===== config.mk =====
export PLATFORM = sky130hd
export DESIGN_NAME = bblur_cfg
export DESIGN_NICKNAME = d
export VERILOG_FILES = /design/src/rtl/bblur_pkg.sv /design/src/rtl/bblur_cfg.sv
export SDC_FILE = /design/constraint.sdc
export NUM_CORES = 1
export LEC_CHECK = 0
export ABC_AREA = 1
export BUFFER_PORTS_ARGS = -buffer_cell sky130_fd_sc_hd__buf_2
export CAP_MARGIN = 20
export CORE_MARGIN = 1.5
export CORE_UTILIZATION = 40
export CTS_CLUSTER_SIZE = 24
export DETAILED_ROUTE_END_ITERATION = 10
export SKIP_CTS_REPAIR_TIMING = 1
export SYNTH_ARGS = -nofsm -noshare
export SYNTH_HDL_FRONTEND = slang
export SYNTH_SLANG_ARGS = --single-unit
export TNS_END_PERCENT = 10

===== constraint.sdc =====
create_clock -name aclk -period 6.6 [get_ports aclk]
set_input_delay 1.32 -clock aclk [delete_from_list [all_inputs] [get_ports aclk]]
set_output_delay 1.32 -clock aclk [all_outputs]
set_load 0.05 [all_outputs]

===== src/rtl/bblur_pkg.sv =====
// Shared types and fixed constants for the horizontal box blur line pass.
package bblur_pkg;

    localparam int CHANNELS        = 4;
    localparam int CH_W            = 8;
    localparam int PIX_W           = CHANNELS * CH_W;
    localparam int SUM_W           = 14;
    localparam int RECIP_W         = 25;
    localparam int FRAC_W          = 24;
    localparam int PROD_W          = SUM_W + RECIP_W;
    localparam int USER_W          = 2;

    localparam int LEN_CFG_W       = 13;
    localparam int FRAME_CFG_W     = 13;
    localparam int RAD_CFG_W       = 5;
    localparam int CFG_DATA_W      = 25;
    localparam int CFG_IDX_W       = 2;

    localparam int FRAME_LINES_MAX = 4096;
    localparam int LINE_CNT_W      = 12;

    localparam int LEN_RESET       = 4096;
    localparam int FRAME_RESET     = 4096;
    localparam int RAD_RESET       = 1;
    localparam int RECIP_RESET     = 5592405;

    localparam logic [CFG_IDX_W-1:0] REG_LINE_LENGTH     = 2'd0;
    localparam logic [CFG_IDX_W-1:0] REG_LINES_PER_FRAME = 2'd1;
    localparam logic [CFG_IDX_W-1:0] REG_RADIUS          = 2'd2;
    localparam logic [CFG_IDX_W-1:0] REG_WINDOW_RECIP    = 2'd3;

    typedef struct packed {
        logic line_end;
        logic frame_end;
        logic run_last;
    } bblur_flags_t;

    typedef struct packed {
        logic [PIX_W-1:0] pix;
        logic             first;
        logic             use_mem;
        logic             emit;
        bblur_flags_t     flags;
    } bblur_op_t;

endpackage


===== src/rtl/bblur_cfg.sv =====
// Configuration registers and the effective line geometry derived from them.
module bblur_cfg #(
    parameter int MAX_RADIUS = 31,
    parameter int MAX_LINE   = 4096
) (
    input  logic                               aclk,
    input  logic                               aresetn,
    input  logic                               cfg_wr_en,
    input  logic [bblur_pkg::CFG_IDX_W-1:0]    cfg_index,
    input  logic [bblur_pkg::CFG_DATA_W-1:0]   cfg_wdata,
    output logic [$clog2(MAX_LINE+1)-1:0]      len_o,
    output logic [$clog2(MAX_RADIUS+1)-1:0]    r_o,
    output logic [$clog2(MAX_RADIUS+1):0]      win_o,
    output logic [$clog2(2*MAX_RADIUS+1)-1:0]  start_o,
    output logic [bblur_pkg::FRAME_CFG_W-1:0]  frame_o,
    output logic [bblur_pkg::RECIP_W-1:0]      recip_o,
    output logic                               line_clear_o
);
    import bblur_pkg::*;

    localparam int LEN_W = $clog2(MAX_LINE + 1);
    localparam int CW    = (LEN_W > LEN_CFG_W) ? LEN_W : LEN_CFG_W;
    localparam int RW    = $clog2(MAX_RADIUS + 1);
    localparam int WW    = RW + 1;
    localparam int DEPTH = 2 * MAX_RADIUS + 1;
    localparam int PTR_W = $clog2(DEPTH);

    // Zero means one pixel, anything above the line buffer limit saturates.
    function automatic logic [CW-1:0] sat_len(input logic [LEN_CFG_W-1:0] v);
        logic [CW-1:0] w;
        w = CW'(v);
        if (w == '0) begin
            w = CW'(1);
        end else if (w > CW'(MAX_LINE)) begin
            w = CW'(MAX_LINE);
        end
        return w;
    endfunction

    // The window may never reach past both ends of the line at once.
    function automatic logic [CW-1:0] eff_radius(input logic [RAD_CFG_W-1:0] rad,
                                                 input logic [CW-1:0] len);
        logic [CW-1:0] r;
        logic [CW-1:0] h;
        r = CW'(rad);
        h = (len - CW'(1)) >> 1;
        if (r > CW'(MAX_RADIUS)) begin
            r = CW'(MAX_RADIUS);
        end
        if (r > h) begin
            r = h;
        end
        return r;
    endfunction

    logic [LEN_W-1:0]       len_reg,     len_next;
    logic [RAD_CFG_W-1:0]   rad_raw_reg, rad_raw_next;
    logic [RW-1:0]          r_reg,       r_next;
    logic [FRAME_CFG_W-1:0] frame_reg,   frame_next;
    logic [RECIP_W-1:0]     recip_reg,   recip_next;
    logic [CW-1:0]          new_len;
    logic [FRAME_CFG_W-1:0] new_frame;

    always_comb begin
        len_next     = len_reg;
        rad_raw_next = rad_raw_reg;
        r_next       = r_reg;
        frame_next   = frame_reg;
        recip_next   = recip_reg;
        line_clear_o = 1'b0;
        new_len      = sat_len(cfg_wdata[LEN_CFG_W-1:0]);
        new_frame    = cfg_wdata[FRAME_CFG_W-1:0];
        if (new_frame == '0) begin
            new_frame = FRAME_CFG_W'(1);
        end else if (new_frame > FRAME_CFG_W'(FRAME_LINES_MAX)) begin
            new_frame = FRAME_CFG_W'(FRAME_LINES_MAX);
        end
        if (cfg_wr_en) begin
            case (cfg_index)
                REG_LINE_LENGTH: begin
                    len_next     = LEN_W'(new_len);
                    r_next       = RW'(eff_radius(rad_raw_reg, new_len));
                    line_clear_o = 1'b1;
                end
                REG_LINES_PER_FRAME: begin
                    frame_next = new_frame;
                end
                REG_RADIUS: begin
                    rad_raw_next = cfg_wdata[RAD_CFG_W-1:0];
                    r_next       = RW'(eff_radius(cfg_wdata[RAD_CFG_W-1:0], CW'(len_reg)));
                    line_clear_o = 1'b1;
                end
                REG_WINDOW_RECIP: begin
                    recip_next = cfg_wdata[RECIP_W-1:0];
                end
                default: begin
                end
            endcase
        end
    end

    always_ff @(posedge aclk) begin
        if (!aresetn) begin
            len_reg     <= LEN_W'(sat_len(LEN_CFG_W'(LEN_RESET)));
            rad_raw_reg <= RAD_CFG_W'(RAD_RESET);
            r_reg       <= RW'(eff_radius(RAD_CFG_W'(RAD_RESET),
                                          sat_len(LEN_CFG_W'(LEN_RESET))));
            frame_reg   <= FRAME_CFG_W'(FRAME_RESET);
            recip_reg   <= RECIP_W'(RECIP_RESET);
        end else begin
            len_reg     <= len_next;
            rad_raw_reg <= rad_raw_next;
            r_reg       <= r_next;
            frame_reg   <= frame_next;
            recip_reg   <= recip_next;
        end
    end

    assign len_o   = len_reg;
    assign r_o     = r_reg;
    assign win_o   = {r_reg, 1'b1};
    assign start_o = PTR_W'(WW'(DEPTH) - win_o);
    assign frame_o = frame_reg;
    assign recip_o = recip_reg;

endmodule


Word level (Yosys, flattened, before mapping)
Cells that the tools add are included.
Widths: inputs -> output; s select.

storage, ports and cells
  register bits = 61
  word-level logic and storage cells = 30
  output and inout bits = 69
  bits of input ports = 30

operators by class
  reductions and logical operators = 9
  $add $sub $neg = 3
  magnitude comparators = 3
  multiplexer cells = 7
  equal/unequal tests = 3

operator list
  kind                   count
  $mux 13                2
  $sub 13x1->13 const B  2
  $gt 5x12->1            2
  $gt 13x13->1 const B   1
  $logic_not 13->1       1
  $mux 5                 2
  $pmux 5 s2             1
  $reduce_and 2->1       5
  $sub 6x6->6 const A    1
  $eq 2x2->1 const B     2
  $eq 2x1->1 const B     1
  $logic_not 2->1        1
  $mux 1                 2
  $reduce_bool 2->1      1
  $reduce_or 2->1        1

Depth between registers and ports, before layout
  depth after elaboration = 7
  depth in mapped cells = 24
  gate-level depth less buffers = 23

Worst setup path before layout
OpenSTA, ideal clock, no wires.

  path kind = input to register
  start point = input cfg_wdata[10] (netlist name)
  end point = register r_reg[0] (netlist: r_o[0])
  cell stages on the path = 23
  arrival time = 3.696 ns
  data required time = 6.485 ns
  path slack = 2.788 ns
  buffers on the path = 1
  setup time = 0.115 ns
  cell sequence = or2_0 nor2_2 nand2_2 nand2_4 buf_6 nand2_1 ha_1 nand2_1 xnor2_1 ha_1 nand2_1 o21ai_0 nand2_1 nand2_1 nand2_1 nor2_2 nand3_4 nor2_8 nand3_4 nand2_1 nand3_1 nand2_1 nand2_1

on the way
  word-level cells in the longest chain between the ends = 7
  elaborated cells between the ends (all ways) = 8
  those cells by class = add/sub (1); order compare (2); mux (4); reduce/logical (1)

RTL lines
  item                  RTL line          text
  from (decl)           bblur_cfg.sv:10   input logic [bblur_pkg::CFG_DATA_W-1:0] cfg_wdata,
  $gt 13x13->1          bblur_cfg.sv:34   end else if (w > CW'(MAX_LINE)) begin
  $mux 13               bblur_cfg.sv:34
  $mux 13 *             bblur_cfg.sv:32   if (w == '0) begin
  $sub 13x1->13 *       bblur_cfg.sv:46   h = (len - CW'(1)) >> 1;
  $gt 5x12->1           bblur_cfg.sv:50   if (r > h) begin
  $mux 5 *              bblur_cfg.sv:50
  $pmux 5 s2 *          bblur_cfg.sv:79   case (cfg_index)
  to (signal assigned)  bblur_cfg.sv:106  r_reg <= RW'(eff_radius(RAD_CFG_W'(RAD_RESET),
  to (signal assigned)  bblur_cfg.sv:113  r_reg <= r_next;
  to (decl)             bblur_cfg.sv:58   logic [RW-1:0] r_reg, r_next;

Every way passes the cells marked *; elsewhere a longest branch is shown, timed or not.
A chain may end at the register's enable or synchronous reset.

Worst setup path after layout
  start point = input cfg_wdata[11] (netlist name)
  end point = register r_reg[4] (netlist: r_o[4])

Same word-level chain as after synthesis.

==> reports/qor.txt <==
Largest net degree at the start of global routing: 62
DR vias: 3105
Slowest cell on crit path: ha_1
PortBufs: 96
Initial antenna violation count: 0
Final net count: 566
Synth top area cells: dfxtp_1 (38%), nand2_1 (8.6%), o21ai_0 (7.2%)
Final cell count without fillers: 631
Peak VDD IR: 0.171 mV
Core area: 7730 µm²
Crit path capture type: flop
FF/Latch Area: 1220 µm²
Sequential power share: 40.1%
Reg clk slew, reported paths: 70 ps
Share of cells above drive strength 1: 27.8%
Number of synthesized flops with an enable pin: 0
PwrDens: 255 nW/µm²
Crit path DAT: 4160 ps
Final Setup Violations: 0
Worst Hold Class: reg -> reg
Clock Root Buffer: clkbuf_8
TritonCTS clock tree: built
Filler cell count: 792
Avg WL per Cell: 13.8 µm
Async SR Flop Fraction: 0%
Most frequent cell after synthesis: nand2_1
Synth warnings: 0
Yosys reg bits: 61
Mean area per synthesized cell: 7.31 µm²
Post-synth top cells: nand2_1 (73), dfxtp_1 (61), inv_1 (48), o21ai_0 (46), nor2_1 (43)
Synth unique cells: 36
Fin crit share: 59.7%
Endpoints failing hold: 0
Placed Area: 3720 µm²
Worst path bufs/invs: 1
Top cell type's share of synthesized area: 38.1%
Number of remaining DRC errors: 0
Fin crit period: 3940 ps
Total CTS buffers: 9
# placed instances: 615
Die Ht: 92.5 µm
Comb pwr share: 24.8%
PnR worst setup slack: 2660 ps
Layout area overhead: 22.6%
Max reg flops: 25
CP cell instances: buf_2 -> or2_0 -> nor2_2 -> nand2_2 -> nand2_4 -> nand2_1 -> ha_1 -> nand2_1 -> xnor2_1 -> ha_1 -> nand2_1 -> o21ai_0 -> nand2_1 -> nand2_1 -> nand2_1 -> nor2_2 -> nand3_4 -> nor2_8 -> nand4_1 -> nand3_1 -> a21oi_2
Setup_tns: 0 ps
Antenna cells: 0
Max Cap Viol: 0
Crit path max-delay family: simple AND/OR/NAND/NOR gates
Cell area after synthesis: 3200 µm²
Syn nets: 480
Worst Max-Slew Pin Slew: 974 ps
Worst slack, placed: 2310 ps
Internal Power: 0.000664 W
Max_slew headroom: 35.1%
Max FO, Critical Path: 17
Area of the multi-input gates: 1680 µm²
Boundary pin count: 99
DRT iter0 DRCs: 171
P_sw: 0.000336 W
Crit path launch type: input pin
DP HPWL: 6510 µm
RSZ-0062 raised after global routing: false
Seq/Total Area, Yosys: 38.1%
Synth Instances: 438
Die ar.: 8550 µm²
First-pass GRT wire length: 14100 µm
Initial Util: 41.4%
Routability cong.: 0.872
Achievable Freq: 254 MHz
Max Root-Sink Buffers: 2
Switching fraction of total power: 33.6%
Die width: 92.5 µm
Number of global-route vias before repair: 2878
Crit path largest cell delay: 320 ps
Routed WL: 8690 µm
Status: complete, no violations
Slew Limit Fails: 0
Top FF cell, synth: dfxtp_1
CTS HTree Levels: 3
Clock Skew: 6.12 ps
Avg Vias per Cell: 4.92
Clock Latency Late Sink: 330 ps
Pre-Repair DR Iteration Count: 4
Num Clock Sinks: 61
Antenna-violating nets left: 0
Clock power frac: 35.1%
Data required time of the worst path: 6820 ps
Critical path's most frequent cell: nand2_1
Setup CP Type: in -> reg
Num rows: 32
Static leakage: 2.00 nW
Final Instance Area: 3930 µm²
Area leader, netlist: dfxtp_1
Aggregate global-route resource usage: 21.3%
Overflow after GRT: 0
-- tightest hold or removal path: stages (launching register included) --
cell     delay (ps)
dfxtp_1         320
nand2_1          50
nand3_1          50
-- cell usage in the layout (no fill, tap or decap), drive strengths merged --
master / n
a21oi: 37
and3: 1
buf: 99
bufinv: 2
clkbuf: 11
clkinv: 3
conb: 2
dfxtp: 61
ha: 12
inv: 51
nand2: 82
nand3: 24
nand3b: 2
nand4: 11
nor2: 51
nor3: 4
nor4: 1
o211ai: 10
o21ai: 51
o31ai: 1
o41ai: 1
or2: 2
xnor2: 3
xor2: 7
-- cells by family after synthesis --
group           count (synthesis)  synth area share (%)
flops                          61                  38.1
other cells                     2                 0.235
buf+inv                        75                  9.85
xor+xnor                       10                  2.74
simple gates                  178                  27.0
fa+ha+maj                      12                  4.69
compound gates                100                  17.3
-- through the flow --
step	total power, W	utilization [%]	hold slack, ps
after floorplan	0.000597	-	494
after global placement	0.000654	48.1	434
after detailed placement	0.000657	48.1	438
after CTS	0.00101	50.8	456
after global routing	0.00105	50.8	487
final	0.000999	50.8	451
-- per-layer routing --
layer / part of all wire, % / GRT usage, % / vias to the layer above
li1: - / - / 1607
met5: 0 / 0 / -
met4: 0.70 / 7.44 / 0
met1: 45 / 27.3 / 1413
met3: 4.9 / 5.99 / 7
met2: 49 / 34.1 / 78
-- worst paths after layout --
path	start	to	slack, ps	depth (start not counted)
worst min register to register	recip_o[6]$_SDFFE_PN1P_	recip_o[6]$_SDFFE_PN1P_	450	2
worst max-delay path	cfg_wdata[11]	r_o[4]$_SDFFE_PN0P_	2660	21
worst min-delay path	recip_o[6]$_SDFFE_PN1P_	recip_o[6]$_SDFFE_PN1P_	450	2
worst max register to register	len_o[0]$_SDFFE_PN0P_	r_o[0]$_SDFFE_PN1P_	3940	17
-- final cells by class --
class | count | share of cell area, %
Inverter | 51 | 4.88
Timing Repair Buffer | 99 | 12.8
Clock buffer | 11 | 3.35
Tap cell | 102 | 3.25
Clock inverter | 5 | 1.91
Sequential cell | 61 | 31.1
Multi-Input combinational cell | 302 | 42.7
-- power by group through the flow --
stage | clock network [W] | logic (W) | registers [W]
floorplan | 0 | 0.000128 | 0.000469
global placement | 0 | 0.000246 | 0.000409
detailed placement | 0 | 0.000247 | 0.000409
CTS | 0.000360 | 0.000248 | 0.000401
global route | 0.000380 | 0.000270 | 0.000403
finish | 0.000350 | 0.000248 | 0.000401
Power figures use the tool's default switching activity.
